==> config.mk <==
export PLATFORM = sky130hd
export DESIGN_NAME = bb3_mean
export DESIGN_NICKNAME = d
export VERILOG_FILES = /design/src/hdl/box_blur_3x3_rgb_core_assert.svh /design/src/hdl/bb3_pkg.sv /design/src/hdl/bb3_mean.sv
export SDC_FILE = /design/constraint.sdc
export NUM_CORES = 1
export LEC_CHECK = 0
export BUFFER_PORTS_ARGS = -buffer_cell sky130_fd_sc_hd__clkbuf_2
export CAP_MARGIN = 20
export CORE_UTILIZATION = 30
export CTS_BUF_LIST = sky130_fd_sc_hd__clkbuf_8
export CTS_CLUSTER_DIAMETER = 30
export DETAILED_ROUTE_END_ITERATION = 12
export GPL_TIMING_DRIVEN = 0
export PLACE_DENSITY = 0.51
export SYNTH_ARGS = -nofsm -noshare
export SYNTH_HDL_FRONTEND = slang
export SYNTH_SLANG_ARGS = --single-unit
==> constraint.sdc <==
create_clock -name clk -period 3.8 [get_ports clk]
set_input_delay 0.19 -clock clk [delete_from_list [all_inputs] [get_ports clk]]
set_output_delay 0.19 -clock clk [all_outputs]
set_load 0.005 [all_outputs]
==> src/hdl/box_blur_3x3_rgb_core_assert.svh <==
// assertion macros for the 3x3 box blur core
// expects signals named clk and arst_n in the module that uses them
`ifndef BOX_BLUR_3X3_RGB_CORE_ASSERT_SVH
`define BOX_BLUR_3X3_RGB_CORE_ASSERT_SVH
`ifndef SYNTHESIS
`define BB3_ASSERT(label, prop) \
	label: assert property (@(posedge clk) disable iff (!arst_n) (prop)) \
		else $error("bb3 assertion failed");
`define BB3_ASSERT_NEXT(label, ante, cons) \
	label: assert property (@(posedge clk) disable iff (!arst_n) (ante) |=> (cons)) \
		else $error("bb3 assertion failed");
`else
`define BB3_ASSERT(label, prop)
`define BB3_ASSERT_NEXT(label, ante, cons)
`endif
`endif

==> src/hdl/bb3_pkg.sv <==
// shared constants, types and reciprocal table for the 3x3 box blur core
// no dependencies
`timescale 1ns / 1ps
package bb3_pkg;
	localparam int MAX_WIDTH   = 1024;
	localparam int MAX_HEIGHT  = 4096;
	localparam int COL_W       = $clog2(MAX_WIDTH);
	localparam int W_W         = $clog2(MAX_WIDTH + 1);
	localparam int H_W         = $clog2(MAX_HEIGHT + 1);
	localparam int ROW_W       = $clog2(MAX_HEIGHT + 2);
	localparam int CH_W        = 8;
	localparam int PIX_W       = 3 * CH_W;
	localparam int WIN         = 3;
	localparam int SUM_W       = 12;
	localparam int CNT_W       = 4;
	localparam int NUM_W       = 13;
	localparam int RECIP_W     = 24;
	localparam int RECIP_SHIFT = 24;
	localparam int CFG_W_W     = 11;
	localparam int CFG_H_W     = 13;
	localparam int CFG_DATA_W  = 13;
	localparam int CFG_IDX_W   = 1;

	localparam logic [CFG_IDX_W-1:0] REG_FRAME_WIDTH  = 1'd0;
	localparam logic [CFG_IDX_W-1:0] REG_FRAME_HEIGHT = 1'd1;

	typedef struct packed {
		logic             valid;
		logic             real_pix;
		logic             emit;
		logic             sel;
		logic             last;
		logic [8:0]       mask;
		logic [COL_W-1:0] addr;
		logic [PIX_W-1:0] pix;
	} tick_t;

	typedef struct packed {
		logic             valid;
		logic             last;
		logic [CNT_W-1:0] cnt;
		logic [SUM_W-1:0] sum_r;
		logic [SUM_W-1:0] sum_g;
		logic [SUM_W-1:0] sum_b;
	} sum_t;

	function automatic logic [RECIP_W-1:0] recip(input logic [CNT_W-1:0] cnt);
		logic [RECIP_W-1:0] r;
		case (cnt)
			4'd1: r = 24'd8388608;
			4'd2: r = 24'd4194304;
			4'd3: r = 24'd2796203;
			4'd4: r = 24'd2097152;
			4'd5: r = 24'd1677722;
			4'd6: r = 24'd1398102;
			4'd7: r = 24'd1198373;
			4'd8: r = 24'd1048576;
			4'd9: r = 24'd932068;
			default: r = '0;
		endcase
		return r;
	endfunction
endpackage

==> src/hdl/bb3_mean.sv <==
// rounded mean by fixed reciprocal and the output register
// depends on bb3_pkg
`timescale 1ns / 1ps
module bb3_mean
	import bb3_pkg::*;
(
	input  logic             clk,
	input  logic             arst_n,
	input  sum_t             sums,
	output logic             advance,
	output logic             m_tvalid,
	input  logic             m_tready,
	output logic [PIX_W-1:0] m_tdata,
	output logic             m_tlast
);
	logic [RECIP_W-1:0]       rc;
	logic [NUM_W-1:0]         nr, ng, nb;
	logic [NUM_W+RECIP_W-1:0] pr, pg, pb;

	always_comb begin
		advance = !m_tvalid || m_tready;
		rc = recip(sums.cnt);
		nr = {sums.sum_r, 1'b0} + NUM_W'(sums.cnt);
		ng = {sums.sum_g, 1'b0} + NUM_W'(sums.cnt);
		nb = {sums.sum_b, 1'b0} + NUM_W'(sums.cnt);
		pr = (NUM_W+RECIP_W)'(nr) * (NUM_W+RECIP_W)'(rc);
		pg = (NUM_W+RECIP_W)'(ng) * (NUM_W+RECIP_W)'(rc);
		pb = (NUM_W+RECIP_W)'(nb) * (NUM_W+RECIP_W)'(rc);
	end

	always_ff @(posedge clk or negedge arst_n) begin
		if (!arst_n) begin
			m_tvalid <= 1'b0;
		end else if (advance) begin
			m_tvalid <= sums.valid;
		end
	end

	always_ff @(posedge clk) begin
		if (advance) begin
			m_tdata <= {pb[RECIP_SHIFT+CH_W-1:RECIP_SHIFT], pg[RECIP_SHIFT+CH_W-1:RECIP_SHIFT],
				pr[RECIP_SHIFT+CH_W-1:RECIP_SHIFT]};
			m_tlast <= sums.last;
		end
	end
endmodule

==> run metrics, run 1 <==
total I/O pin count=72; Initial DRT Pass Iterations=5; Die Ht=292 um; Mean Syn Cell Area=8.79 um2; post-synthesis mux area share=0%; I/O Buffers=71; Arr. time, crit path=6530 ps; GPL Wtd Cong=0.983; final worst setup slack=-2550 ps; crit path time final=6350 ps; cells after synthesis=2863; synthesized area=25200 um2; Synth async-reset ratio=3.85%; worst-path fanout max=6; clock root buffer=clkbuf_8; max_cap viols=0; critical path endpoint category=register; CP most frequent cell=fa_1; Routed WL=96700 um; crit start category=input pin; pre-CTS setup slack=-4510 ps; crit path from=sums[37]; global route total overflow=0; vias=20500; Compound-Gate Fraction of Synth Area=4.18%; Synth Net Count=3756; die width=292 um; Post-Synth Simple-Gate Area=13.6%; most frequent cells in the layout=inv_1, fa_1, nand2_1, nor2_1, ha_1; placed instance count=4010; initial DRC count=1692; CP max stage delay=580 ps; clock skew=28.7 ps; Max Root-Sink Buffers=2; clock sink total=26; core area=82500 um2; Max H-tree Level=1; count of final setup violators=24; Final Max Tran Viols=0; dpl hpwl=79600 um; Final Hold Fails=0; Seq/Total Area, Yosys=3.08%; area grow syn2layout=25.5%; Tot Pwr=9.23 mW; worst r2r src=m_tvalid; fill count=8434; worst-margin pin slew=1020 ps; top_reg_cell synth=edfxtp_1; area share of fa/ha/maj cells after synthesis=61.8%; Post-DRT Antenna Nets=0; Die Footprint=85100 um2; Cell variety after synth=64; Yosys reg bits=26; worst setup path class=in2reg; failing checks=negative setup slack; Total GRT Usage=23.2%; row count=105; Power Density=292 nW/um2; final hold slack=88.1 ps; drt wl/cell=23.1 um; Post-synth EDFFs=25; status=finished with violations; Initial Utilization=30.5%; crit share post-route=167%; Slowest cell on crit path=fa_1; maximum VDD drop=194 uV; relative slew slack=31.9%; most common cell after layout, fill and taps aside=inv_1; total CTS buffers=3; global-route wire length before repair=143000 um; f_max=0.157 GHz; Lkg Pwr=16.1 nW; Hold Path Class=in2async; share of layout cells above drive strength 1=21.8%; final non-filler cell total=4182; Final #Nets=4004; largest net degree at the start of global routing=19; DRC viols=0; post-synthesis xor/xnor area fraction=3.63%; CP required=3980 ps; clk slew on worst S/H paths=210 ps; TritonCTS clock tree=built; main combinational cell family by area after synthesis=adder cells; yosys warns=0; initial antenna violation count=2; worst-skew pair later-pin latency=400 ps; RSZ-0062 raised after global routing=yes; vias in the first global route=21700; vias per cell=4.90
-- through the flow --
stage	TNS [ps]	instance area [um2]	utilization, %
after floorplan	-47240	25900	-
after global placement	-98090	27600	33.5
after detailed placement	-98170	27700	33.6
after CTS	-57060	30800	37.3
after global routing	-60540	31600	38.3
final	-56350	31600	38.3
-- area by class of cell --
class	instances	area, um2	area share [%]
tap	1070	1340	4.24
timing repair buffer	250	2080	6.59
clock inverter	1	30.0	0.0951
buffer	98	1040	3.29
sequential	26	776	2.46
inverter	814	3060	9.69
antenna	2	5.00	0.0158
clock buffer	3	41.3	0.131
multi-input combinational	1918	23200	73.5
-- sequential cells by signal, summed over array words and instances (netlist names) --
| register | flops |
|---|---|
| m_tdata | 24 |
| m_tlast | 1 |
| m_tvalid | 1 |
-- worst max-delay path, delay by kind of cell --
| kind | cells | cell delay, ps |
|---|---|---|
| adders and majority gates | 8 | 3440 |
| AOI/OAI and AO/OA | 5 | 980 |
| buffers and inverters | 8 | 930 |
| and+or+nand+nor | 6 | 660 |
| xor gates and xnor gates | 1 | 290 |
-- synthesized netlist by cell type, drive strengths merged (2+ instances only) --
cell,count,area [um2]
clkbuf,93,349
a21o,22,165
or2,7,43.8
nand3,19,95.1
o21ai,36,180
nor2b,10,62.6
and3,8,50.1
or3,5,31.3
nor4,2,12.5
a21oi,45,233
a211o,4,35.0
a2111oi,6,72.6
o31ai,4,30.0
nor2,250,941
buf,12,48.8
nand2,435,1630
edfxtp,25,751
nand4,8,65.1
nand2b,19,119
and4,6,52.6
xor2,37,339
a311o,2,20.0
ha,189,2360
a31oi,3,18.8
nor3,10,50.1
a211oi,8,65.1
a21boi,3,22.5
o21a,7,52.6
inv,813,3050
fa,659,13200
and2,31,194
o211ai,3,22.5
o22ai,2,18.8
o311ai,4,42.6
xnor2,58,508
xnor3,3,67.6
o41ai,2,17.5
-- logic make-up (layout without fill, tap and decap cells) --
group,Yosys count,count (layout)
xor+xnor,98,98
compound gates,157,157
flops,26,26
fa+ha+maj,848,848
other cells,0,2
buf+inv,919,1166
simple gates,815,815
-- per-layer routing --
layer / routed length (um) / vias to the layer above / GRT usage, %
met1: 39600 / 10600 / 30.9
met2: 43600 / 968 / 36.3
met4: 3940 / 2 / 7.77
met3: 9630 / 186 / 6.20
li1: - / 8728 / -
met5: 11 / - / 0
-- where the power goes --
| group | leakage (nW) | internal [mW] | total (mW) | switching [mW] |
|---|---|---|---|---|
| clock | 0.0357 | 0.142 | 0.356 | 0.213 |
| sequential | 0.268 | 0.509 | 0.544 | 0.0358 |
| combinational | 15.8 | 3.60 | 8.33 | 4.73 |
-- path summary, 6_finish.rpt --
kind,cells after the start,slack (ps),endpoint
setup reg to reg,2,2380,m_tdata[17]
setup / recovery,28,-2550,m_tdata[15]
min in group clk,2,510,m_tlast
hold reg to reg,1,1030,m_tdata[11]
hold / removal,2,90,m_tvalid
max in group asynchronous,2,3630,m_tvalid
-- what timing repair did --
action                                 4_1_cts  5_1_grt
hold buffers                                 3        0
cloned                                       3        1
gates resized for setup                    397      152
setup endpoints to repair                   24       24
buffers inserted                           143       39
endpoints found under the hold margin        3        0
pin swaps                                  147      117
Note: power is estimated with default switching activity, not from simulation.
==> run 2: changes to the inputs <==
CORE_UTILIZATION = 37   (was 30)
PLACE_DENSITY = 0.61   (was 0.51)
==> run metrics, run 2 (same netlist as run 1, synthesis figures left out) <==
status=finished with violations; failing checks=negative setup slack; met1 WL=33800 um; length in cells of the worst reg-to-reg path=2; initial DRC count=1930; internal power=4.19 mW; Seq. cell area=776 um2; drt wl/cell=22.9 um; CP required=4030 ps; global route total overflow=0; TritonCTS clock tree=built; clk slew on worst S/H paths=210 ps; core area=67300 um2; final non-filler cell total=3974; crit path time final=6330 ps; met3 wire len=11900 um; most frequent cells in the layout=inv_1, fa_1, nand2_1, nor2_1, ha_1; max_cap viols=0; Seq pwr share=5.9%; maximum VDD drop=224 uV; area grow syn2layout=23.3%; WP buf/inv=7; Clock power frac=3.9%; Power Density=294 nW/um2; count of final setup violators=24; fill count=6445; DRC viols=0; largest net degree at the start of global routing=19; FF-to-FF End=m_tdata[17]; I/O Buffers=71; Largest register FFs=24; Die Ht=263 um; crit share post-route=167%; vias in the first global route=21900; total CTS buffers=3; combinational share of power=90.2%; NetSw=4.92 mW; Initial DRT Pass Iterations=6; Initial Utilization=37.4%; vias=20700; dpl hpwl=73500 um; Tot Pwr=9.11 mW; clock sink total=26; placed instance count=3813; Die Footprint=69100 um2; Slowest cell on crit path=xor2_1; Max Root-Sink Buffers=2; Final #Nets=3991; Post-Route Utilization=46.1%; row count=95; Post-DRT Antenna Nets=0; f_max=0.158 GHz; critical path endpoint category=register; worst-margin pin slew=1070 ps; RSZ-0062 raised after global routing=yes; worst-skew pair later-pin latency=400 ps; Hold Path Class=in2async; Max H-tree Level=1; initial antenna violation count=2; share of layout cells above drive strength 1=21.5%; final worst setup slack=-2530 ps; clock skew=31.4 ps; crit start category=input pin; die width=263 um; clock root buffer=clkbuf_8; total I/O pin count=72; Total GRT Usage=26.7%; Top delay family on crit path=adder cells; worst r2r src=m_tvalid; pre-CTS setup slack=-4310 ps; most common cell after layout, fill and taps aside=inv_1; Routed WL=90900 um; Arr. time, crit path=6560 ps; top sig layer=met4; worst setup path class=in2reg; Routed met2 length=39500 um; global-route wire length before repair=135000 um; vias per cell=5.22; relative slew slack=28.8%; Final Hold Fails=0; worst-path fanout max=4; GPL Wtd Cong=1.03; Largest Register=m_tdata; R2R setup slack=2490 ps; Final Max Tran Viols=0; area of the multi-input gates=23100 um2; switching share of power=54.0%; CP max stage delay=670 ps; Lkg Pwr=15.9 nW; Regs by FF count=m_tdata: 24 flops, m_tlast: 1 flops, m_tvalid: 1 flops
run 2: changes by cell type in the layout (fill, tap and decap cells not counted), moves of 4 or more:
cell	change
buf_4	-14
buf_6	+4
clkbuf_16	-5
clkbuf_4	+9
clkbuf_8	-5
ha_1	-4
ha_4	+4
inv_1	-5
inv_2	+4
nand2_1	+6
nand2_2	-8
xnor2_2	+4
xnor2_4	-5
run 2: worst max path at each step:
stage | cells past startpoint | end | slack, ps | startpoint
3_3_place_gp | 24 | m_tdata[7] | -4400 | sums[37]
4_1_cts | 28 | m_tdata[15] | -2510 | sums[37]
6_report | 26 | m_tdata[23] | -2530 | sums[37]
5_1_grt | 28 | m_tdata[15] | -2700 | sums[37]
2_1_floorplan | 23 | m_tdata[6] | -2180 | sums[24]
3_5_place_dp | 24 | m_tdata[2] | -4310 | sums[37]
run 2: per-stage QoR:
stage / hold slack, ps / TNS (ps) / area [um2]
after CTS: 53.4 / -55850 / 30000
after floorplan: -106 / -47240 / 25900
final: 50.5 / -56460 / 31000
after global placement: -34.3 / -95790 / 27400
after detailed placement: -31.0 / -94650 / 27500
after global routing: 87.0 / -60530 / 31000
run 2: worst register-to-register path, stage by stage (launching register included):
cell and delay [ps]:
dfrtp_1 440, nand2b_2 290, buf_12 270
run 2: power by group through the flow:
| stage | registers, mW | clock network [mW] | logic [mW] |
|---|---|---|---|
| after floorplan | 0.564 | 0 | 4.76 |
| after global placement | 0.551 | 0 | 6.71 |
| after detailed placement | 0.550 | 0 | 6.77 |
| after CTS | 0.543 | 0.361 | 7.60 |
| after global routing | 0.551 | 0.360 | 9.18 |
| final | 0.539 | 0.354 | 8.21 |
run 2: cell type report:
class | count | area share, %
tap | 873 | 3.52
clock inverter | 1 | 0.0968
multi-input combinational | 1918 | 74.6
sequential | 26 | 2.50
buffer | 98 | 3.13
timing repair buffer | 237 | 6.09
inverter | 814 | 9.88
clock buffer | 3 | 0.133
antenna | 4 | 0.0323
run 2: per-layer routing:
| layer | track usage, % | vias to the layer above |
|---|---|---|
| li1 | - | 8700 |
| met1 | 33.6 | 10400 |
| met2 | 40.6 | 1292 |
| met3 | 9.77 | 310 |
| met4 | 12.5 | 0 |
| met5 | 0 | - |
run 2: timing repair:
item,CTS,global route
buffers inserted,109,43
endpoints found under the setup margin,24,24
hold endpoints to repair,3,0
gates cloned,7,0
gates resized for setup,357,185
pin swaps,122,139
hold buffers,3,0
