$ cat src/hdl/box_blur_3x3_rgb_core_assert.svh
// assertion macros for the 3x3 box blur core
// expects signals named clk and arst_n in the module that uses them
`ifndef BOX_BLUR_3X3_RGB_CORE_ASSERT_SVH
`define BOX_BLUR_3X3_RGB_CORE_ASSERT_SVH
`ifndef SYNTHESIS
`define BB3_ASSERT(label, prop) \
	label: assert property (@(posedge clk) disable iff (!arst_n) (prop)) \
		else $error("bb3 assertion failed");
`define BB3_ASSERT_NEXT(label, ante, cons) \
	label: assert property (@(posedge clk) disable iff (!arst_n) (ante) |=> (cons)) \
		else $error("bb3 assertion failed");
`else
`define BB3_ASSERT(label, prop)
`define BB3_ASSERT_NEXT(label, ante, cons)
`endif
`endif

$ cat src/hdl/bb3_pkg.sv
// shared constants, types and reciprocal table for the 3x3 box blur core
// no dependencies
`timescale 1ns / 1ps
package bb3_pkg;
	localparam int MAX_WIDTH   = 1024;
	localparam int MAX_HEIGHT  = 4096;
	localparam int COL_W       = $clog2(MAX_WIDTH);
	localparam int W_W         = $clog2(MAX_WIDTH + 1);
	localparam int H_W         = $clog2(MAX_HEIGHT + 1);
	localparam int ROW_W       = $clog2(MAX_HEIGHT + 2);
	localparam int CH_W        = 8;
	localparam int PIX_W       = 3 * CH_W;
	localparam int WIN         = 3;
	localparam int SUM_W       = 12;
	localparam int CNT_W       = 4;
	localparam int NUM_W       = 13;
	localparam int RECIP_W     = 24;
	localparam int RECIP_SHIFT = 24;
	localparam int CFG_W_W     = 11;
	localparam int CFG_H_W     = 13;
	localparam int CFG_DATA_W  = 13;
	localparam int CFG_IDX_W   = 1;

	localparam logic [CFG_IDX_W-1:0] REG_FRAME_WIDTH  = 1'd0;
	localparam logic [CFG_IDX_W-1:0] REG_FRAME_HEIGHT = 1'd1;

	typedef struct packed {
		logic             valid;
		logic             real_pix;
		logic             emit;
		logic             sel;
		logic             last;
		logic [8:0]       mask;
		logic [COL_W-1:0] addr;
		logic [PIX_W-1:0] pix;
	} tick_t;

	typedef struct packed {
		logic             valid;
		logic             last;
		logic [CNT_W-1:0] cnt;
		logic [SUM_W-1:0] sum_r;
		logic [SUM_W-1:0] sum_g;
		logic [SUM_W-1:0] sum_b;
	} sum_t;

	function automatic logic [RECIP_W-1:0] recip(input logic [CNT_W-1:0] cnt);
		logic [RECIP_W-1:0] r;
		case (cnt)
			4'd1: r = 24'd8388608;
			4'd2: r = 24'd4194304;
			4'd3: r = 24'd2796203;
			4'd4: r = 24'd2097152;
			4'd5: r = 24'd1677722;
			4'd6: r = 24'd1398102;
			4'd7: r = 24'd1198373;
			4'd8: r = 24'd1048576;
			4'd9: r = 24'd932068;
			default: r = '0;
		endcase
		return r;
	endfunction
endpackage

$ cat src/hdl/bb3_win.sv
// line store read-modify-write, 3x3 window and masked channel sums
// depends on bb3_pkg
`timescale 1ns / 1ps
module bb3_win
	import bb3_pkg::*;
(
	input  logic             clk,
	input  logic             arst_n,
	input  logic             advance,
	input  tick_t            tick,
	input  logic [PIX_W-1:0] top_rd,
	input  logic [PIX_W-1:0] mid_rd,
	output logic             ls_we,
	output logic [COL_W-1:0] ls_waddr,
	output logic [PIX_W-1:0] up_wdata,
	output logic [PIX_W-1:0] mid_wdata,
	output sum_t             sums
);
	tick_t            t_s1;
	logic             fwd_s1;
	logic [PIX_W-1:0] fwd_top_q, fwd_mid_q;
	logic [PIX_W-1:0] win_q [WIN][WIN];
	logic [PIX_W-1:0] col4 [WIN][WIN+1];
	logic [PIX_W-1:0] top_e, mid_e, bot_e, px;
	logic [SUM_W-1:0] sr, sg, sb;
	logic [CNT_W-1:0] cnt;

	always_comb begin
		top_e = fwd_s1 ? fwd_top_q : top_rd;
		mid_e = fwd_s1 ? fwd_mid_q : mid_rd;
		bot_e = t_s1.real_pix ? t_s1.pix : '0;
		for (int i = 0; i < WIN; i++) begin
			for (int j = 0; j < WIN; j++) begin
				col4[i][j] = win_q[i][j];
			end
		end
		col4[0][WIN] = top_e;
		col4[1][WIN] = mid_e;
		col4[2][WIN] = bot_e;
		sr = '0;
		sg = '0;
		sb = '0;
		for (int i = 0; i < WIN; i++) begin
			for (int j = 0; j < WIN; j++) begin
				px = t_s1.sel ? col4[i][j+1] : col4[i][j];
				if (t_s1.mask[i*WIN+j]) begin
					sr = sr + SUM_W'(px[CH_W-1:0]);
					sg = sg + SUM_W'(px[2*CH_W-1:CH_W]);
					sb = sb + SUM_W'(px[3*CH_W-1:2*CH_W]);
				end
			end
		end
		cnt = CNT_W'($countones(t_s1.mask));
		if (cnt == '0) begin
			cnt = CNT_W'(1);
		end
		ls_we     = advance && t_s1.valid && t_s1.real_pix;
		ls_waddr  = t_s1.addr;
		up_wdata  = mid_e;
		mid_wdata = t_s1.pix;
	end

	always_ff @(posedge clk or negedge arst_n) begin
		if (!arst_n) begin
			t_s1   <= '0;
			fwd_s1 <= 1'b0;
			sums   <= '0;
			for (int i = 0; i < WIN; i++) begin
				for (int j = 0; j < WIN; j++) begin
					win_q[i][j] <= '0;
				end
			end
		end else if (advance) begin
			t_s1       <= tick;
			fwd_s1     <= tick.valid && ls_we && (tick.addr == t_s1.addr);
			sums.valid <= t_s1.valid && t_s1.emit;
			sums.last  <= t_s1.last;
			sums.cnt   <= cnt;
			sums.sum_r <= sr;
			sums.sum_g <= sg;
			sums.sum_b <= sb;
			if (t_s1.valid) begin
				for (int i = 0; i < WIN; i++) begin
					for (int j = 0; j < WIN; j++) begin
						win_q[i][j] <= col4[i][j+1];
					end
				end
			end
		end
	end

	always_ff @(posedge clk) begin
		if (advance) begin
			fwd_top_q <= mid_e;
			fwd_mid_q <= t_s1.pix;
		end
	end
endmodule

$ cat config.mk
export PLATFORM = sky130hd
export DESIGN_NAME = bb3_win
export DESIGN_NICKNAME = d
export VERILOG_FILES = /design/src/hdl/box_blur_3x3_rgb_core_assert.svh /design/src/hdl/bb3_pkg.sv /design/src/hdl/bb3_win.sv
export SDC_FILE = /design/constraint.sdc
export NUM_CORES = 1
export LEC_CHECK = 0
export BUFFER_PORTS_ARGS = -buffer_cell sky130_fd_sc_hd__buf_2
export CORE_MARGIN = 3
export CORE_UTILIZATION = 35
export DETAILED_ROUTE_END_ITERATION = 8
export PLACE_DENSITY_LB_ADDON = 0.15
export SLEW_MARGIN = 20
export SYNTH_ARGS = -nofsm -noshare
export SYNTH_HDL_FRONTEND = slang
export SYNTH_SLANG_ARGS = --single-unit
$ cat constraint.sdc
create_clock -name clk -period 12.2 [get_ports clk]
set_input_delay 0 -clock clk [delete_from_list [all_inputs] [get_ports clk]]
set_output_delay 0 -clock clk [all_outputs]
set_load 0.01 [all_outputs]
==> results of run 1 <==
-- stage by stage --
stage	hold WS, ns	total power, W	setup slack [ns]	instance area, sq um
final	-0.0109	0.00735	1.55	31600
after global routing	0.0415	0.00807	0.724	31600
after CTS	0.00524	0.00741	1.53	31600
after detailed placement	0.0169	0.00598	1.58	29200
after global placement	0.0158	0.00584	1.88	29200
after floorplan	-0.296	0.00501	1.60	27600
-- power groups by stage --
stage | clock network (W) | registers [W] | logic (W)
6_report | 0.00134 | 0.00163 | 0.00438
5_1_grt | 0.00143 | 0.00167 | 0.00497
4_1_cts | 0.00138 | 0.00163 | 0.00439
3_5_place_dp | 0 | 0.00165 | 0.00433
3_3_place_gp | 0 | 0.00164 | 0.00420
2_1_floorplan | 0 | 0.00162 | 0.00339
-- metal layers --
| layer | GRT usage (%) | up-vias |
|---|---|---|
| li1 | - | 11200 |
| met1 | 27.2 | 10700 |
| met2 | 29.6 | 450 |
| met3 | 2.86 | 78 |
| met4 | 4.05 | 0 |
| met5 | 0 | - |
-- cells in the mapped netlist, drive strengths merged, types with 66 or more instances --
library cell,count
nand3,66
clkbuf,123
o21a,66
dfrtp,307
mux2i,107
mux2,222
buf,81
xnor2,94
a21oi,175
nor2,188
nand2,561
o21ai,263
inv,175
ha,194
-- flip-flops by register name (all words and copies together), names as in the netlist --
name,count
fwd_s1,1
ls_waddr,10
fwd_top_q,24
fwd_mid_q,24
t_s1,14
sums,42
col4,216
mid_wdata,24
-- how the worst max path moves through the flow --
stage	slack, ns	depth (start not counted)	endpoint
after floorplan	1.60	46	sums[22]
final	1.55	45	sums[10]
after global routing	0.72	49	sums[10]
after detailed placement	1.58	45	sums[10]
after CTS	1.53	45	sums[10]
after global placement	1.88	45	sums[10]
-- cells by family (layout without fill, tap and decap cells) --
kind of cell,count (synthesis),after routing,synth area share (%)
DFF,355,355,33.1
and+or+nand+nor,961,961,14.7
muxes,329,329,12.9
buffers and inverters,381,580,5.98
xor gates and xnor gates,145,145,5.17
AOI/OAI and AO/OA,751,751,17.2
adders and majority gates,225,225,11.0
-- area by class of cell --
type | instances | share of cell area [%]
clock buffers | 58 | 3.94
well taps | 1040 | 4.12
clock inverters | 23 | 0.696
multi-input cells | 2411 | 53.2
inverters | 177 | 2.10
flip-flops and latches | 355 | 28.9
repair buffers | 322 | 7.02
==> reports/summary.txt, run 1 <==
Post-CTS Setup Inserts - 0
CTS sink count - 355
worst path arrival time - 11.10 ns
Yosys reg bits - 355
H-tree levels - 2
TritonCTS Buffers - 45
CTS Buffer Depth - 3
Psw - 0.00316 W
Multi-input gate area - 16800 sq um
commonest cells after routing, fill and taps aside - nand2_1, dfrtp_1, o21ai_0
setup violation total in the final timing report - 0
clock slew seen by the registers of the worst setup and hold paths - 0.06 ns
CP Launch Point - t_s1[44]
max_slew headroom - 27.0%
area grow syn2layout - 14.6%
R2R Path Start - t_s1[44]
sequential cell fraction of total power - 22.2%
clk_lat worst skew - 0.57 ns
Crit Reg-Reg Endpoint - sums[10]
Hold-fix buffers, CTS - 94
Post-route DRC - 0
worst path required time - 12.65 ns
Die Height - 287 um
Crit Path Class - flip-flop to flip-flop
ranking of synthesized cells by area - dfrtp_1, mux2_2, ha_1
max-slew violation count - 0
I/O Pins - 200
number of synthesized flops with an enable pin - 48
total gr overflow - 0
1st-iter DRT viols - 1422
diodes inserted - 0
yosys warns - 0
Crit path top cell by count - ha_1
Yosys top cell by area - dfrtp_1
layout cells sized above 1 - 17.4%
die width - 287 um
clock power share - 18.2%
Final #Nets - 3634
fill count - 7584
CTS tree - yes
CTS Root Cell - clkbuf_16
via count - 22500
initial antenna violation count - 0
Reg2Reg Depth - 45
drt total wl - 77.8 mm
WL/cell - 17.7 um
Met3 Routed Length - 3.60 mm
top sig layer - met4
PwrDens - 233 nW/um^2
post-DP HPWL - 56.7 mm
synthesized area per cell - 8.77 sq um
post-CTS sizing - 0
failing checks - negative hold slack
length of routed wiring on met1 - 38.1 mm
Synth top area share - 27.8%
Max Fclk - 93.9 MHz
Leak - 14.7 nW
endpoint class of the critical path - flip-flop
CP max FO - 70
worst hold margin - -0.0109 ns
Sw Ratio - 42.9%
post-layout util - 40.7%
status - finished with violations
Final TNS setup - 0 ns
synth unique cells - 86
main flop type after synthesis - dfrtp_1
FF-to-FF setup slack - 1.55 ns
Synth Cell Area - 27600 sq um
Net Count, Synth - 3469
post-route ant nets - 0
Final min period - 10.65 ns
Vias/cell - 5.12
slowest cell on the critical path - buf_4
Detailed Routing Iterations Pass 1 - 6
Port Buffer Count - 199
first-pass GRT wire length - 125 mm
Buf/Inv on CP - 1
actual slew at the worst max-slew pin - 1.06 ns
Max-Cap Viols - 0
CP top delay family - compound AO/OA/AOI/OAI gates
CP Launch Type - flip-flop
most common cell after layout, fill and taps aside - nand2_1
placed instance count - 4210
RSZ-0062 raised after global routing - false
post-route insts no fill - 4386
Post-Synthesis Cells - 3147
largest net degree at the start of global routing - 192
Comb pwr share - 59.6%
asr flop ratio synth - 86.5%
Initial Utilization - 35.5%
period utilization - 87.3%
CP peak stage delay - 0.68 ns
hold crit path type - input port to async pin
register area share after synthesis - 33.1%
CORE AREA - 77700 sq um
gpl congestion - 0.861
die area - 82200 sq um
Tot GR Track Use - 18.8%
Hold Vio Cnt, Final - 9
Internal - 0.00420 W
skew final - 0.0155 ns
row cnt - 102
vias in the first global route - 22200
Storage cell area - 9130 sq um
Max VDD drop - 0.124 mV
met2 wire length - 34.6 mm
Power figures use the tool's default switching activity.
==> inputs of run 2 (changes only) <==
--- a/config.mk
+++ b/config.mk
@@ -9,7 +9,7 @@
 export CORE_MARGIN = 3
 export CORE_UTILIZATION = 35
 export DETAILED_ROUTE_END_ITERATION = 8
-export PLACE_DENSITY_LB_ADDON = 0.15
+export SETUP_SLACK_MARGIN = 0.2
 export SLEW_MARGIN = 20
 export SYNTH_ARGS = -nofsm -noshare
 export SYNTH_HDL_FRONTEND = slang
==> reports/summary.txt, run 2 (synthesized netlist as in run 1, its figures left out) <==
status - completed
Crit Path Class - flip-flop to flip-flop
Max VDD drop - 0.133 mV
skew final - 0.0145 ns
hold crit path type - input port to flip-flop
slowest cell on the critical path - dfrtp_4
commonest cells after routing, fill and taps aside - nand2_1, dfrtp_1, o21ai_0
Crit path top cell by count - ha_1
row cnt - 102
busiest grt layer - met2
CP top delay family - compound AO/OA/AOI/OAI gates
max reg flops - 216
CTS Buffer Depth - 3
die width - 287 um
max_slew headroom - 27.7%
Post-CTS Setup Inserts - 0
max-slew violation count - 0
critical path depth in cells - 45
Post-route DRC - 0
TritonCTS Buffers - 44
Final #Nets - 3658
Final TNS setup - 0 ns
RSZ-0062 raised after global routing - false
Initial Utilization - 35.5%
Critical Path Sink - sums[10]
post-CTS sizing - 0
FF-to-FF setup slack - 1.78 ns
initial antenna violation count - 0
largest net degree at the start of global routing - 115
CTS sink count - 355
WL/cell - 16.5 um
1st-iter DRT viols - 1165
Leak - 14.8 nW
clock slew seen by the registers of the worst setup and hold paths - 0.06 ns
Tot GR Track Use - 17.6%
first-pass GRT wire length - 118 mm
Vias/cell - 5.03
CTS Root Cell - clkbuf_16
drt total wl - 73.0 mm
Buf/Inv on CP - 1
CP Launch Point - t_s1[44]
actual slew at the worst max-slew pin - 1.09 ns
gpl congestion - 0.822
I/O Pins - 200
post-DP HPWL - 52.7 mm
worst path arrival time - 10.88 ns
Max Fclk - 96.0 MHz
met1 GRT Util - 26.0%
worst path required time - 12.66 ns
met2 Resource Use GR - 26.7%
area grow syn2layout - 15.5%
Max-Cap Viols - 0
via count - 22200
most common cell after layout, fill and taps aside - nand2_1
CP max FO - 49
CTS tree - yes
CORE AREA - 77700 sq um
CP Launch Type - flip-flop
PwrDens - 229 nW/um^2
clk_lat worst skew - 0.58 ns
Port Buffer Count - 199
worst hold margin - 0.0591 ns
period utilization - 85.4%
post-layout util - 41.0%
endpoint class of the critical path - flip-flop
vias in the first global route - 21200
R2R Path Start - t_s1[44]
total gr overflow - 0
die area - 82200 sq um
H-tree levels - 2
Crit Reg-Reg Endpoint - sums[10]
post-route ant nets - 0
layout cells sized above 1 - 17.2%
Die Height - 287 um
Reg2Reg Depth - 45
Detailed Routing Iterations Pass 1 - 5
M3 GR Usage - 3.14%
setup violation total in the final timing report - 0
CP peak stage delay - 0.70 ns
Final min period - 10.42 ns
Hold Vio Cnt, Final - 0
run 2: changes by cell type in the layout (fill, tap and decap cells not counted), sizes merged:
cell and change:
bufinv +3, inv +1, clkinvlp -5, dlygate4sd3 +25, clkbuf +2, diode +1
run 2: worst register-to-register path: cells and delay by family (launching register included):
family	cells	cell delay (ns)
AO/OA/AOI/OAI	27	4.62
adder cells (fa/ha/maj)	8	2.55
multiplexers	5	1.38
flip-flops	1	0.70
buffers and inverters	1	0.58
XOR/XNOR	2	0.34
AND/OR/NAND/NOR	2	0.15
run 2: per-stage QoR:
stage | total power, W | cell area, sq um | instances | setup slack (ns)
after floorplan | 0.00501 | 27600 | 3147 | 1.60
after detailed placement | 0.00589 | 29200 | 4211 | 1.81
after CTS | 0.00737 | 31900 | 4412 | 1.80
after global routing | 0.00804 | 31900 | 4412 | 0.823
after global placement | 0.00581 | 29200 | 4211 | 1.97
final | 0.00731 | 31900 | 4413 | 1.78
run 2: worst min-delay path by stage:
stage                      to  cells past startpoint  slack, ns      start
floorplan           col4[120]                      0      -0.30     arst_n
global placement    col4[259]                      1       0.17     arst_n
detailed placement  col4[259]                      1       0.17     arst_n
CTS                 col4[124]                      3      0.004  mid_rd[4]
global route        col4[124]                      3       0.03  mid_rd[4]
finish              col4[124]                      3       0.06  mid_rd[4]
run 2: power by group:
| part | switching (W) | internal, W | leakage, nW | total [W] |
|---|---|---|---|---|
| logic | 0.00233 | 0.00196 | 9.70 | 0.00429 |
| registers | 0.000182 | 0.00145 | 4.35 | 0.00163 |
| clock network | 0.000547 | 0.000842 | 0.747 | 0.00139 |
run 2: routing by layer:
layer / routed length [um] / up-vias / share of wire [%]
met1: 36900 / 10500 / 51
li1: - / 11300 / -
met5: 0 / - / 0
met4: 1370 / 0 / 1.9
met3: 3600 / 75 / 4.9
met2: 31200 / 407 / 43
run 2: timing repair:
action | CTS | global route
setup endpoints to repair | 0 | 0
hold buffers | 119 | 0
hold endpoints to repair | 243 | 0
run 2: layout make-up:
class	count	area (sq um)
Clock inverter	22	279
Timing Repair Buffer	347	2420
Fill cell	7670	45800
Antenna cell	1	2.50
Multi-Input combinational cell	2411	16800
Tap cell	1040	1300
Clock buffer	60	1240
Sequential cell	355	9130
Inverter	177	664
==> inputs of run 3 (changes only) <==
--- a/config.mk
+++ b/config.mk
@@ -8,6 +8,7 @@
 export BUFFER_PORTS_ARGS = -buffer_cell sky130_fd_sc_hd__buf_2
 export CORE_MARGIN = 3
 export CORE_UTILIZATION = 35
+export CTS_BUF_LIST = sky130_fd_sc_hd__clkbuf_16
 export DETAILED_ROUTE_END_ITERATION = 8
 export SETUP_SLACK_MARGIN = 0.2
 export SLEW_MARGIN = 20
==> reports/summary.txt, run 3 (synthesized netlist as in run 1, its figures left out) <==
status - completed
hold path startpoint - mid_rd[4]
CP max FO - 49
skew final - 0.0146 ns
RSZ-0062 raised after global routing - false
total gr overflow - 0
first-pass GRT wire length - 118 mm
Placement Cell Area - 29200 sq um
die width - 287 um
max_slew headroom - 28.5%
CTS tree - yes
hold path endpoint - col4[124]
initial antenna violation count - 0
Crit path top cell by count - ha_1
worst path arrival time - 10.88 ns
Internal - 0.00421 W
Crit Path Class - flip-flop to flip-flop
Tot GR Track Use - 17.6%
R2R Path Start - t_s1[44]
Max Fclk - 96.0 MHz
post-DP HPWL - 52.7 mm
Hold Path Depth - 3
Reg2Reg Depth - 45
actual slew at the worst max-slew pin - 1.07 ns
Detailed Routing Iterations Pass 1 - 5
CP Launch Type - flip-flop
CP top delay family - compound AO/OA/AOI/OAI gates
via count - 22200
CTS Root Cell - clkbuf_16
max reg flops - 216
fill count - 7678
Crit Reg-Reg Endpoint - sums[10]
worst hold margin - 0.0644 ns
clock power share - 18.5%
Initial Utilization - 35.5%
period utilization - 85.4%
Leak - 14.8 nW
sequential cell fraction of total power - 22.4%
Post-route DRC - 0
Die Height - 287 um
die area - 82200 sq um
drt total wl - 73.1 mm
area grow syn2layout - 15.3%
Max-Cap Viols - 0
WL/cell - 16.6 um
Hold Vio Cnt, Final - 0
layout cells sized above 1 - 17.0%
CTS Buffer Depth - 3
Max VDD drop - 0.133 mV
vias in the first global route - 21200
largest net degree at the start of global routing - 115
most common cell after layout, fill and taps aside - nand2_1
post-layout util - 40.9%
PwrDens - 228 nW/um^2
endpoint class of the critical path - flip-flop
Port Buffer Count - 199
clock slew seen by the registers of the worst setup and hold paths - 0.06 ns
Storage cell area - 9130 sq um
max-slew violation count - 0
setup violation total in the final timing report - 0
Multi-input gate area - 16800 sq um
Comb pwr share - 59.1%
post-CTS sizing - 0
Final min period - 10.42 ns
Final TNS setup - 0 ns
fin area - 31800 sq um
Pwr Total - 0.00726 W
H-tree levels - 2
gpl congestion - 0.822
CP peak stage delay - 0.70 ns
Final #Nets - 3658
I/O Pins - 200
TritonCTS Buffers - 44
post-route ant nets - 0
Vias/cell - 5.02
Sw Ratio - 42.1%
slowest cell on the critical path - dfrtp_4
worst path required time - 12.66 ns
Buf/Inv on CP - 1
row cnt - 102
clk_lat worst skew - 0.58 ns
FF-to-FF setup slack - 1.78 ns
commonest cells after routing, fill and taps aside - nand2_1, dfrtp_1, o21ai_0
Psw - 0.00306 W
CTS sink count - 355
hold crit path type - input port to flip-flop
1st-iter DRT viols - 1220
CORE AREA - 77700 sq um
run 3: changes by cell type in the layout (fill, tap and decap cells not counted):
cell / before / now
clkbuf_8: 6 / 0
inv_1: 171 / 180
clkinv_1: 3 / 9
clkbuf_1: 9 / 0
run 3: through the flow:
step,worst slack (ns),std cells
after floorplan,1.60,3147
after global placement,1.97,4211
after detailed placement,1.81,4211
after CTS,1.80,4412
after global routing,0.824,4412
final,1.78,4413
run 3: worst max path at each step:
stage,start,to,depth (start not counted)
2_1_floorplan,t_s1[44],sums[22],46
3_3_place_gp,t_s1[35],sums[22],41
3_5_place_dp,t_s1[44],sums[10],45
4_1_cts,t_s1[44],sums[10],45
5_1_grt,t_s1[44],sums[10],45
6_report,t_s1[44],sums[10],45
run 3: repair_timing:
item                      in CTS  in global routing
buffers inserted               0                  0
hold endpoints to repair     243                  0
hold buffers                 119                  0
run 3: power groups by stage:
stage / clock network (W) / registers [W] / logic [W]
finish: 0.00134 / 0.00163 / 0.00430
global route: 0.00143 / 0.00166 / 0.00490
CTS: 0.00139 / 0.00163 / 0.00431
detailed placement: 0 / 0.00164 / 0.00424
global placement: 0 / 0.00164 / 0.00417
floorplan: 0 / 0.00162 / 0.00339
run 3: cell type report:
cell class,count,area share (%)
inverters,177,2.09
clock inverters,37,1.05
repair buffers,347,7.61
multi-input cells,2411,52.9
diodes,1,0.00786
flip-flops and latches,355,28.7
well taps,1040,4.09
clock buffers,45,3.54
run 3: worst register-to-register path, delay by kind of cell, from the launching register on:
| kind | cells | cell delay, ns |
|---|---|---|
| AO/OA/AOI/OAI | 27 | 4.63 |
| adder cells (fa/ha/maj) | 8 | 2.55 |
| multiplexers | 5 | 1.38 |
| flip-flops | 1 | 0.70 |
| buffers and inverters | 1 | 0.58 |
| XOR/XNOR | 2 | 0.34 |
| AND/OR/NAND/NOR | 2 | 0.15 |
run 3: layer usage:
metal,up-vias,part of all wire [%],track usage [%]
met5,-,0,0
met4,0,1.8,3.69
met3,72,4.9,3.14
met2,396,43,26.7
met1,10400,51,26.0
li1,11300,-,-
