===== config.mk =====
export PLATFORM = sky130hd
export DESIGN_NAME = bb3_ctrl
export DESIGN_NICKNAME = d
export VERILOG_FILES = /design/src/hdl/bb3_pkg.sv /design/src/hdl/bb3_ctrl.sv
export VERILOG_INCLUDE_DIRS = /design/src /design/src/hdl
export SDC_FILE = /design/constraint.sdc
export NUM_CORES = 1
export LEC_CHECK = 0
export BUFFER_PORTS_ARGS = -buffer_cell sky130_fd_sc_hd__buf_2
export CORE_UTILIZATION = 63
export CTS_CLUSTER_SIZE = 10
export DETAILED_ROUTE_END_ITERATION = 10
export GPL_ROUTABILITY_DRIVEN = 0
export PLACE_DENSITY = 0.95
export REMOVE_ABC_BUFFERS = 1
export SLEW_MARGIN = 20
export SYNTH_ARGS = -nofsm -noshare
export SYNTH_HDL_FRONTEND = slang
export SYNTH_SLANG_ARGS = --single-unit

===== constraint.sdc =====
create_clock -name clk -period 19.56 [get_ports clk]
set_input_delay 3.912 -clock clk [delete_from_list [all_inputs] [get_ports clk]]
set_output_delay 3.912 -clock clk [all_outputs]
set_load 0.01 [all_outputs]

===== src/hdl/box_blur_3x3_rgb_core_assert.svh =====
// assertion macros for the 3x3 box blur core
// expects signals named clk and arst_n in the module that uses them
`ifndef BOX_BLUR_3X3_RGB_CORE_ASSERT_SVH
`define BOX_BLUR_3X3_RGB_CORE_ASSERT_SVH
`ifndef SYNTHESIS
`define BB3_ASSERT(label, prop) \
	label: assert property (@(posedge clk) disable iff (!arst_n) (prop)) \
		else $error("bb3 assertion failed");
`define BB3_ASSERT_NEXT(label, ante, cons) \
	label: assert property (@(posedge clk) disable iff (!arst_n) (ante) |=> (cons)) \
		else $error("bb3 assertion failed");
`else
`define BB3_ASSERT(label, prop)
`define BB3_ASSERT_NEXT(label, ante, cons)
`endif
`endif


===== src/hdl/bb3_pkg.sv =====
// shared constants, types and reciprocal table for the 3x3 box blur core
// no dependencies
`timescale 1ns / 1ps
package bb3_pkg;
	localparam int MAX_WIDTH   = 1024;
	localparam int MAX_HEIGHT  = 4096;
	localparam int COL_W       = $clog2(MAX_WIDTH);
	localparam int W_W         = $clog2(MAX_WIDTH + 1);
	localparam int H_W         = $clog2(MAX_HEIGHT + 1);
	localparam int ROW_W       = $clog2(MAX_HEIGHT + 2);
	localparam int CH_W        = 8;
	localparam int PIX_W       = 3 * CH_W;
	localparam int WIN         = 3;
	localparam int SUM_W       = 12;
	localparam int CNT_W       = 4;
	localparam int NUM_W       = 13;
	localparam int RECIP_W     = 24;
	localparam int RECIP_SHIFT = 24;
	localparam int CFG_W_W     = 11;
	localparam int CFG_H_W     = 13;
	localparam int CFG_DATA_W  = 13;
	localparam int CFG_IDX_W   = 1;

	localparam logic [CFG_IDX_W-1:0] REG_FRAME_WIDTH  = 1'd0;
	localparam logic [CFG_IDX_W-1:0] REG_FRAME_HEIGHT = 1'd1;

	typedef struct packed {
		logic             valid;
		logic             real_pix;
		logic             emit;
		logic             sel;
		logic             last;
		logic [8:0]       mask;
		logic [COL_W-1:0] addr;
		logic [PIX_W-1:0] pix;
	} tick_t;

	typedef struct packed {
		logic             valid;
		logic             last;
		logic [CNT_W-1:0] cnt;
		logic [SUM_W-1:0] sum_r;
		logic [SUM_W-1:0] sum_g;
		logic [SUM_W-1:0] sum_b;
	} sum_t;

	function automatic logic [RECIP_W-1:0] recip(input logic [CNT_W-1:0] cnt);
		logic [RECIP_W-1:0] r;
		case (cnt)
			4'd1: r = 24'd8388608;
			4'd2: r = 24'd4194304;
			4'd3: r = 24'd2796203;
			4'd4: r = 24'd2097152;
			4'd5: r = 24'd1677722;
			4'd6: r = 24'd1398102;
			4'd7: r = 24'd1198373;
			4'd8: r = 24'd1048576;
			4'd9: r = 24'd932068;
			default: r = '0;
		endcase
		return r;
	endfunction
endpackage


===== src/hdl/bb3_ctrl.sv =====
// raster position counters, frame configuration and tick issue for the box blur
// depends on bb3_pkg and the assertion header
`timescale 1ns / 1ps
`include "box_blur_3x3_rgb_core_assert.svh"
module bb3_ctrl
	import bb3_pkg::*;
(
	input  logic                  clk,
	input  logic                  arst_n,
	input  logic                  advance,
	input  logic                  s_tvalid,
	output logic                  s_tready,
	input  logic                  s_op,
	input  logic [PIX_W-1:0]      s_pix,
	input  logic                  cfg_valid,
	input  logic [CFG_IDX_W-1:0]  cfg_index,
	input  logic [CFG_DATA_W-1:0] cfg_data,
	output tick_t                 tick
);
	logic [CFG_W_W-1:0] cfg_w_q;
	logic [CFG_H_W-1:0] cfg_h_q;
	logic [COL_W-1:0]   in_col_q, out_col_q;
	logic [ROW_W-1:0]   in_row_q, out_row_q;
	logic               sec_q;

	logic [W_W-1:0]     w_eff;
	logic [ROW_W-1:0]   h_eff;
	logic [COL_W-1:0]   c;
	logic               row_ge_h, acc, issue, emit1, emit2, emit, last, done;
	logic [2:0]         rowm, colm;
	logic [W_W:0]       oc_w;
	logic [ROW_W:0]     orow_x;
	logic [COL_W-1:0]   in_col_nxt, out_col_nxt;
	logic [ROW_W-1:0]   in_row_nxt, out_row_nxt;

	always_comb begin
		if (cfg_w_q == '0) begin
			w_eff = W_W'(1);
		end else if (32'(cfg_w_q) > 32'(MAX_WIDTH)) begin
			w_eff = W_W'(MAX_WIDTH);
		end else begin
			w_eff = W_W'(cfg_w_q);
		end
		if (cfg_h_q == '0) begin
			h_eff = ROW_W'(1);
		end else if (32'(cfg_h_q) > 32'(MAX_HEIGHT)) begin
			h_eff = ROW_W'(MAX_HEIGHT);
		end else begin
			h_eff = ROW_W'(cfg_h_q);
		end

		c        = (W_W'(in_col_q) >= w_eff) ? '0 : in_col_q;
		row_ge_h = in_row_q >= h_eff;
		s_tready = advance && !sec_q && !cfg_valid;
		acc      = s_tvalid && s_tready;
		issue    = sec_q ? advance : (acc && (row_ge_h || !s_op));

		emit2 = (c == '0) && (in_row_q >= ROW_W'(2));
		emit1 = (c != '0) && (in_row_q >= ROW_W'(1));
		emit  = emit1 || emit2;

		oc_w    = (W_W+1)'(out_col_q);
		orow_x  = (ROW_W+1)'(out_row_q);
		rowm[0] = out_row_q != '0;
		rowm[1] = out_row_q < h_eff;
		rowm[2] = (orow_x + 1'b1) < (ROW_W+1)'(h_eff);
		if (emit1) begin
			colm[0] = out_col_q != '0;
			colm[1] = oc_w < (W_W+1)'(w_eff);
			colm[2] = (oc_w + 1'b1) < (W_W+1)'(w_eff);
		end else begin
			colm[0] = out_col_q >= COL_W'(2);
			colm[1] = out_col_q != '0;
			colm[2] = oc_w < (W_W+1)'(w_eff);
		end
		last = (out_row_q == h_eff - 1'b1) && (oc_w == (W_W+1)'(w_eff) - 1'b1);
		done = emit && last;

		tick.valid    = issue;
		tick.real_pix = !sec_q && !s_op && !row_ge_h;
		tick.emit     = emit;
		tick.sel      = emit1;
		tick.last     = last;
		for (int i = 0; i < WIN; i++) begin
			for (int j = 0; j < WIN; j++) begin
				tick.mask[i*WIN+j] = rowm[i] && colm[j];
			end
		end
		tick.addr = c;
		tick.pix  = s_pix;

		out_col_nxt = out_col_q;
		out_row_nxt = out_row_q;
		if (emit) begin
			if ((oc_w + 1'b1) >= (W_W+1)'(w_eff)) begin
				out_col_nxt = '0;
				out_row_nxt = out_row_q + 1'b1;
			end else begin
				out_col_nxt = out_col_q + 1'b1;
			end
		end
		if ((W_W'(c) + 1'b1) >= w_eff) begin
			in_col_nxt = '0;
			in_row_nxt = in_row_q + 1'b1;
		end else begin
			in_col_nxt = c + 1'b1;
			in_row_nxt = in_row_q;
		end
		if (done) begin
			in_col_nxt  = '0;
			in_row_nxt  = '0;
			out_col_nxt = '0;
			out_row_nxt = '0;
		end
	end

	always_ff @(posedge clk or negedge arst_n) begin
		if (!arst_n) begin
			cfg_w_q   <= CFG_W_W'(MAX_WIDTH);
			cfg_h_q   <= CFG_H_W'(1024);
			in_col_q  <= '0;
			in_row_q  <= '0;
			out_col_q <= '0;
			out_row_q <= '0;
			sec_q     <= 1'b0;
		end else if (cfg_valid) begin
			if (cfg_index == REG_FRAME_WIDTH) begin
				cfg_w_q <= cfg_data[CFG_W_W-1:0];
			end else begin
				cfg_h_q <= cfg_data[CFG_H_W-1:0];
			end
			in_col_q  <= '0;
			in_row_q  <= '0;
			out_col_q <= '0;
			out_row_q <= '0;
			sec_q     <= 1'b0;
		end else if (issue) begin
			in_col_q  <= in_col_nxt;
			in_row_q  <= in_row_nxt;
			out_col_q <= out_col_nxt;
			out_row_q <= out_row_nxt;
			sec_q     <= !sec_q && !tick.real_pix && !emit && (in_row_nxt >= h_eff);
		end
	end

	`BB3_ASSERT(a_in_col_range, W_W'(in_col_q) < w_eff)
	`BB3_ASSERT(a_out_row_range, out_row_q < h_eff)
	`BB3_ASSERT_NEXT(a_sec_single, sec_q && advance && !cfg_valid, !sec_q)
endmodule


==> results.json, run 1 <==
{
  "synth_top_family_by_area": "simple AND/OR/NAND/NOR gates",
  "cts_made_buffers": 9,
  "fin_crit_ps": 9350,
  "htree_levels": 3,
  "layout_common_cells": "ha_1 (106), nor2_1 (82), dfrtp_1 (69), nand2_1 (64), buf_2 (44)",
  "grt_first_pass_wirelength_mm": 33.0,
  "ant_nets": 0,
  "grt_usage_pct": 33.0,
  "antennaDiodeCount": 0,
  "required_ps": 15650,
  "first_global_vias": 6679,
  "hold_class": "reg2reg",
  "synthToLayoutAreaGrowth_pct": 4.51,
  "dr_total_vias": 7027,
  "first_iter_violations": 693,
  "rsz0062_at_grt": "no",
  "power_leakage_nw": 3.73,
  "synth_adder_area_share_pct": 17.6,
  "cts.sinks": 71,
  "post_cts_resized": 0,
  "synth_top_area_cell": "dfrtp_1",
  "fin_tns_setup_ps": 0,
  "cts_setup_buffers": 0,
  "grt_max_degree": 72,
  "hp-start": "cfg_h_q[7]$_DFFE_PN0P_",
  "worst_setup_path_start_kind": "input pin",
  "p_per_area_mw_per_mm2": 62.8,
  "clk_pin_slew_worst_paths_ps": 60,
  "yosys-top-cells-area": "dfrtp_1 (23%), ha_1 (18%), xnor2_1 (4.9%)",
  "synthSimpleGateAreaFrac_pct": 24.2,
  "critPathArrivalTime_ps": 5440,
  "hold_buffers": 0,
  "port_buffers": 44,
  "wl_per_cell_um": 19.4,
  "drc_errors": 4,
  "synth_edf_count": 0,
  "status": "finished, violations left",
  "io_pins": 93,
  "cap_violations": 0,
  "clk_path_buf_depth": 2,
  "rows": 39,
  "synth_area_per_cell_um2": 8.47,
  "fin_crit_sh_pct": 47.8,
  "violations": "DRC",
  "syn-instance-count": 892,
  "yosysTopAreaCellShare_pct": 22.9,
  "synth_cell_types": 77,
  "vias_per_cell": 6.84,
  "multiInputGateArea_mm2": 0.00528,
  "worstHoldPathCells": 1,
  "vdd_drop_max_mv": 0.0770,
  "hold_violations": 0,
  "syn_area_mm2": 0.00755,
  "yosysSeqAreaShare_pct": 23.6,
  "layout_commonest_cell": "ha_1",
  "rrSetupSlack_ps": 11830,
  "synthArstFlopShare_pct": 100,
  "endpoint_kind": "output port",
  "fin_total_pwr_mw": 0.496,
  "yosys_warnings": 0,
  "r2r_cells": 33,
  "ys.flop_type": "dfrtp_1",
  "dr.pass1.iters": 10,
  "dp_hpwl_mm": 14.8,
  "fmax_ghz": 0.107,
  "synth_xor_area_share_pct": 7.19,
  "synth_mux_area_share_pct": 3.83,
  "antenna_found_initial": 0,
  "cts_root_buf": "clkbuf_16",
  "r2r-end": "sec_q$_DFFE_PN0P_",
  "crit_type": "in2out",
  "min_to": "cfg_h_q[7]$_DFFE_PN0P_",
  "post-route-util_pct": 68.3,
  "skew_ps": 6.53,
  "layout-drive-gt1-share_pct": 11.4,
  "dieWidth_um": 111,
  "overflow": 0,
  "initial_core_util_pct": 65.3,
  "slew_viol_final": 0,
  "die_area_mm2": 0.0124,
  "place_area_mm2": 0.00759,
  "setup_viol": 0,
  "fp.coreArea_mm2": 0.0116,
  "fin_nets": 1030,
  "placed_cells": 1012,
  "tightest_slew_ps": 1020,
  "clk_latency_ps": 350,
  "final_cell_area_mm2": 0.00789,
  "synth-seq-cells": 71,
  "cp_max_fo": 31,
  "cts_tree": "built",
  "regToRegStartpoint": "cfg_w_q[6]$_DFFE_PN0P_",
  "fin_cells": 1028,
  "fill_cells": 867,
  "postRouteWirelength_mm": 20.0,
  "slew_headroom_pct": 32.1,
  "regArea_mm2": 0.00178,
  "synth_compound_area_share_pct": 17.1,
  "die_h_um": 111
}
[critical path, cell delays in order]
cell	delay, ps
buf_2	300
nor2b_1	260
o21ai_0	100
a31oi_1	590
buf_2	260
[power by group]
part / switching [mW] / internal, mW / leakage, nW
clock: 0.0706 / 0.103 / 0.145
combinational: 0.0890 / 0.0608 / 2.65
sequential: 0.0168 / 0.156 / 0.934
total: 0.176 / 0.319 / 3.73
[state kept, by name, indices dropped and copies added (netlist names)]
name	flops
in_col_q	10
in_row_q	13
out_row_q	13
sec_q	1
out_col_q	10
cfg_w_q	11
cfg_h_q	13
[synth_stat cells (4+ instances only)]
cell type and count:
ha_1 106, nor2_1 82, dfrtp_1 69, nand2_1 64, xnor2_1 42, nand3_1 38, clkbuf_1 34, buf_4 28
a21oi_1 27, inv_1 26, and3_1 25, o21ai_0 24, mux2_2 23, nor2b_1 22, nor3_1 21, o21a_1 20
xor2_1 20, nor4_1 18, a21o_1 16, or3_1 15, nand2b_1 14, a32o_1 11, o21ai_1 11, a31oi_1 10
or4_1 10, nand4_1 8, a22o_1 7, o31ai_1 7, o211a_1 6, o211ai_1 6, o41ai_1 5, buf_2 4
nand3b_1 4, nor3b_1 4
[final cells by class]
cell class	instances	area share, %
inverter	28	1.33
tap	143	2.27
multi-input combinational	723	66.9
clock inverter	6	0.856
timing repair buffer	47	3.07
sequential	71	22.5
clock buffer	10	3.03
[through the flow]
step           hold WS, ps  worst slack, ps
2_1_floorplan          501            11020
3_3_place_gp           535            10410
3_5_place_dp           565            10310
4_1_cts                587            10270
5_1_grt                621            10150
6_report               586            10210
[cell families after synthesis]
family	count (synthesis)
AOI/OAI and AO/OA	182
DFF	71
and+or+nand+nor	347
buffers and inverters	98
xor gates and xnor gates	62
adders and majority gates	106
muxes	26
[metal layers]
layer  wire [µm]  part of all wire, %  track usage, %  up-vias
met1        8280                   41            43.0     3313
met2        9150                   46            51.8      413
met3        1870                  9.4            8.11       67
met4         674                  3.4            14.7        0
met5           0                    0               0        -
li1            -                    -               -     3234
[how the worst max path moves through the flow]
stage          startpoint       end  depth (start not counted)
4_1_cts         cfg_valid  tick[47]                          5
5_1_grt         cfg_valid  tick[47]                          5
3_5_place_dp    cfg_valid  tick[47]                          5
2_1_floorplan    s_tvalid  tick[47]                          3
6_report        cfg_valid  tick[47]                          5
3_3_place_gp    cfg_valid  tick[47]                          5
(Power assumes the default switching activity.)
==> run 2: changes to the inputs <==
CORE_UTILIZATION = 54   (was 63)
PLACE_DENSITY = 0.9   (was 0.95)
clock period = 7.8 ns   (was 19.56 ns; I/O delays follow)
==> results.json, run 2 (synthesis gave the netlist of run 1 again) <==
{
  "crit_path_max_incr_delay_ps": 580,
  "power_leakage_nw": 3.75,
  "required_ps": 8030,
  "fin_tns_setup_ps": 0,
  "rrSetupSlack_ps": 690,
  "drc_errors": 0,
  "fin_crit_sh_pct": 91.2,
  "dieWidth_um": 120,
  "critPathArrivalTime_ps": 7340,
  "endpoint_kind": "flop",
  "fin_total_pwr_mw": 1.24,
  "fp.coreArea_mm2": 0.0135,
  "synthToLayoutAreaGrowth_pct": 5.35,
  "cts_setup_buffers": 0,
  "tightest_slew_ps": 941,
  "r2r_cells": 33,
  "first_iter_violations": 715,
  "dr_total_vias": 6912,
  "setup_viol": 0,
  "hold_violations": 0,
  "layout_commonest_cell": "ha_1",
  "htree_levels": 3,
  "cts_made_buffers": 9,
  "reg_top3": "cfg_h_q x13, in_row_q x13, out_row_q x13",
  "cp_common_cell": "nor2_1",
  "antenna_found_initial": 0,
  "fin_crit_ps": 7110,
  "fmax_ghz": 0.141,
  "clk_latency_ps": 370,
  "grt_max_degree": 72,
  "slowest_stage": "nor4_2",
  "post_cts_resized": 0,
  "post-route-util_pct": 59.2,
  "grt_usage_pct": 28.7,
  "overflow": 0,
  "grt_first_pass_wirelength_mm": 32.3,
  "rsz0062_at_grt": "no",
  "crit_type": "reg2reg",
  "ant_nets": 0,
  "dr.pass1.iters": 7,
  "port_buffers": 44,
  "clk_pin_slew_worst_paths_ps": 70,
  "cts_tree": "built",
  "cts.sinks": 71,
  "fin_nets": 1034,
  "die_h_um": 120,
  "vias_per_cell": 6.49,
  "wl_per_cell_um": 18.8,
  "hold_buffers": 0,
  "final_cell_area_mm2": 0.00796,
  "first_global_vias": 6435,
  "worstHoldPathCells": 2,
  "worst_setup_path_start_kind": "flop",
  "layout_common_cells": "ha_1 (106), nor2_1 (82), dfrtp_1 (69), nand2_1 (64), buf_2 (44)",
  "initial_core_util_pct": 56.1,
  "io_pins": 93,
  "slew_viol_final": 0,
  "vdd_drop_max_mv": 0.183,
  "place_area_mm2": 0.00766,
  "hp-start": "in_col_q[0]$_DFFE_PN0P_",
  "cts_root_buf": "clkbuf_16",
  "postRouteWirelength_mm": 20.0,
  "min_to": "in_col_q[0]$_DFFE_PN0P_",
  "clk_path_buf_depth": 2,
  "fin_cells": 1065,
  "r2r-end": "sec_q$_DFFE_PN0P_",
  "antennaDiodeCount": 0,
  "setup_ws_ps": 686,
  "cp_max_fo": 10,
  "skew_ps": 10.3,
  "pre_cts_slack_ps": 922,
  "status": "finished, final reports clean",
  "cap_violations": 0,
  "p_per_area_mw_per_mm2": 155,
  "layout-drive-gt1-share_pct": 11.8,
  "die_area_mm2": 0.0145,
  "placed_cells": 1049,
  "hold_class": "reg2reg",
  "regToRegStartpoint": "cfg_w_q[2]$_DFFE_PN0P_",
  "dp_hpwl_mm": 14.9,
  "slew_headroom_pct": 37.0,
  "whs_ps": 576,
  "rows": 42
}
## run 2: changes by cell type in the layout (fill, tap and decap cells not counted), sizes merged
cell      before  now
buf           47   51
inv           29   32
clkinvlp       2    0
bufinv         1    0
clkbuf        10    9
clkinv         2    3
## run 2: final cells by class
cell class | count | area, µm²
repair buffers | 51 | 273
multi-input cells | 723 | 5280
clock inverters | 7 | 73.8
flip-flops and latches | 71 | 1780
well taps | 176 | 220
clock buffers | 9 | 225
fillers | 1180 | 5500
inverters | 28 | 105
## run 2: where the power goes
| part | internal, mW | switching (mW) |
|---|---|---|
| Sequential | 0.390 | 0.0428 |
| Combinational | 0.154 | 0.223 |
| Clock | 0.227 | 0.201 |
## run 2: metal layers
layer	GRT usage, %	vias up	part of all wire [%]
li1	-	3246	-
met1	37.5	3281	43
met2	44.1	329	45
met3	8.40	56	8.5
met4	11.9	0	2.8
met5	0	-	0
## run 2: worst max-delay path, delay by kind of cell (launching register included)
kind	cells	cell delay, ps
flip-flops	1	460
buffers and inverters	2	300
XOR/XNOR	2	370
AO/OA/AOI/OAI	13	2130
AND/OR/NAND/NOR	12	2690
adder cells (fa/ha/maj)	4	1010
## run 2: worst max-delay path by stage
stage	cells after the start	startpoint	slack, ps	endpoint
CTS	33	cfg_w_q[2]$_DFFE_PN0P_	810	sec_q$_DFFE_PN0P_
global placement	32	cfg_w_q[2]$_DFFE_PN0P_	1180	sec_q$_DFFE_PN0P_
global route	33	cfg_w_q[2]$_DFFE_PN0P_	100	sec_q$_DFFE_PN0P_
floorplan	31	cfg_w_q[7]$_DFFE_PN0P_	1360	sec_q$_DFFE_PN0P_
detailed placement	32	cfg_w_q[2]$_DFFE_PN0P_	920	sec_q$_DFFE_PN0P_
finish	33	cfg_w_q[2]$_DFFE_PN0P_	690	sec_q$_DFFE_PN0P_
==> run 3: changes to the inputs <==
ABC_AREA = 1   (was default)
CORE_UTILIZATION = 55   (was 54)
PLACE_DENSITY = 0.91   (was 0.9)
==> results.json, run 3 <==
{
  "fin_nets": 1246,
  "layout_common_cells": "nand2_1 (268), inv_1 (126), nor2_1 (107), ha_1 (106), o21ai_0 (72)",
  "yosysMostFrequentCell": "nand2_1",
  "fmax_ghz": 0.139,
  "overflow": 0,
  "setup_viol": 0,
  "slowest_stage": "dfrtp_1",
  "synthArstFlopShare_pct": 100,
  "crit_path_max_incr_delay_ps": 430,
  "crit_type": "reg2reg",
  "rsz0062_at_grt": "no",
  "antenna_found_initial": 0,
  "critical_path_buf_inv_count": 2,
  "cts_tree": "built",
  "worstSetupPathDepth": 32,
  "required_ps": 8050,
  "synth_top_area_cell": "dfrtp_1",
  "port_buffers": 44,
  "hold_class": "reg2reg",
  "syn-instance-count": 1091,
  "yosys_warnings": 0,
  "drc_errors": 0,
  "dp_hpwl_mm": 16.2,
  "yosysSeqAreaShare_pct": 23.4,
  "yosysTopAreaCellShare_pct": 22.7,
  "grt_usage_pct": 30.4,
  "power_leakage_nw": 4.24,
  "critPathArrivalTime_ps": 7450,
  "layout-drive-gt1-share_pct": 8.81,
  "skew_ps": 6.49,
  "die_area_mm2": 0.0143,
  "synth_area_per_cell_um2": 6.97,
  "cts_made_buffers": 9,
  "cap_violations": 0,
  "clk_path_buf_depth": 2,
  "slew_viol_final": 0,
  "placed_cells": 1261,
  "fp.coreArea_mm2": 0.0133,
  "cts_setup_buffers": 0,
  "wl_per_cell_um": 16.8,
  "whs_ps": 501,
  "dr_total_vias": 7597,
  "syn_area_mm2": 0.00761,
  "grt_first_pass_wirelength_mm": 34.2,
  "synth-seq-cells": 71,
  "endpoint_kind": "flop",
  "ant_nets": 0,
  "postRouteWirelength_mm": 21.4,
  "worst_setup_path_start_kind": "flop",
  "synth_edf_count": 0,
  "fin_tns_setup_ps": 0,
  "first_iter_violations": 841,
  "synthToLayoutAreaGrowth_pct": 5.46,
  "synth.top_cells.by_count": "nand2_1 (268), inv_1 (126), nor2_1 (109)",
  "synth_cell_types": 52,
  "cp_max_fo": 19,
  "antennaDiodeCount": 0,
  "clk_pin_slew_worst_paths_ps": 60,
  "dieWidth_um": 120,
  "reg_top3": "cfg_h_q x13, in_row_q x13, out_row_q x13",
  "layout_commonest_cell": "nand2_1",
  "die_h_um": 120,
  "cts_root_buf": "clkbuf_16",
  "ys.flop_type": "dfrtp_1",
  "clk_latency_ps": 360,
  "p_per_area_mw_per_mm2": 201,
  "path_delay_family": "simple AND/OR/NAND/NOR gates",
  "status": "finished, final reports clean",
  "io_pins": 93,
  "initial_core_util_pct": 57.0,
  "dr.pass1.iters": 7,
  "tightest_slew_ps": 953,
  "slew_headroom_pct": 36.5,
  "yosys-top-cells-area": "dfrtp_1 (23%), ha_1 (17%), nand2_1 (13%)",
  "rows": 42,
  "vias_per_cell": 5.95,
  "hold_violations": 0,
  "first_global_vias": 7079,
  "cts.sinks": 71,
  "htree_levels": 3,
  "fin_crit_ps": 7210,
  "fin_crit_sh_pct": 92.4,
  "vdd_drop_max_mv": 0.181,
  "fin_cells": 1277,
  "grt_max_degree": 72,
  "r2r_cells": 32,
  "worstHoldPathCells": 2
}
## run 3: changes by cell type after synthesis, sizes merged, moves of 25 or more
cell	delta
inv	+105
and3	-26
nor2	+33
o21ai	+42
xnor2	-38
nand2	+209
clkbuf	-25
## run 3: logic make-up after synthesis
kind of cell	after synthesis	share of synthesized area (%)
AO/OA/AOI/OAI	165	12.6
XOR/XNOR	39	4.69
adder cells (fa/ha/maj)	106	17.4
buffers and inverters	184	11.3
flip-flops	71	23.4
multiplexers	1	0.148
AND/OR/NAND/NOR	525	30.4
## run 3: worst min-delay path, stage by stage, from the launching register on
cell     delay (ps)
dfstp_2         370
nand2_1          50
o21ai_0          70
## run 3: power breakdown
| part | switching (mW) | internal, mW |
|---|---|---|
| clock network | 0.172 | 0.274 |
| registers | 0.0549 | 0.401 |
| logic | 0.450 | 0.260 |
## run 3: per-layer routing
metal	wire (µm)	part of all wire, %	track usage [%]	vias to the layer above
met2	9260	43	46.1	465
met3	2210	10	8.70	86
li1	-	-	-	3620
met5	0	0	0	-
met4	820	3.8	14.4	0
met1	9140	43	39.6	3426
## run 3: per-stage QoR
step	setup slack [ps]	util, %	instance area (µm²)	power, mW
2_1_floorplan	1400	-	7250	0.943
5_1_grt	84.3	60.1	8020	1.72
6_report	595	60.1	8020	1.61
3_5_place_dp	544	57.6	7690	1.15
4_1_cts	529	60.0	8010	1.60
3_3_place_gp	909	57.6	7690	1.12
## run 3: path summary, 6_finish.rpt
kind	slack (ps)	endpoint	startpoint
setup reg to reg	590	sec_q$_DFFE_PN0P_	cfg_w_q[6]$_DFFE_PN0P_
hold reg to reg	500	cfg_h_q[10]$_DFFE_PN1P_	cfg_h_q[10]$_DFFE_PN1P_
min in group asynchronous	1340	in_row_q[10]$_DFFE_PN0P_	arst_n
max in group asynchronous	5820	cfg_w_q[7]$_DFFE_PN0P_	arst_n
setup / recovery	590	sec_q$_DFFE_PN0P_	cfg_w_q[6]$_DFFE_PN0P_
hold / removal	500	cfg_h_q[10]$_DFFE_PN1P_	cfg_h_q[10]$_DFFE_PN1P_
## run 3: what timing repair did
| item | CTS | global route |
|---|---|---|
| hold buffers | 0 | 0 |
| gates resized for setup | 0 | 3 |
| setup endpoints to repair | 0 | 1 |
## run 3: layout make-up
cell class,count,area (µm²)
repair buffers,44,223
clock buffers,12,267
well taps,176,220
inverters,134,503
clock inverters,4,51.3
fillers,1192,5330
flip-flops and latches,71,1780
multi-input cells,836,4980
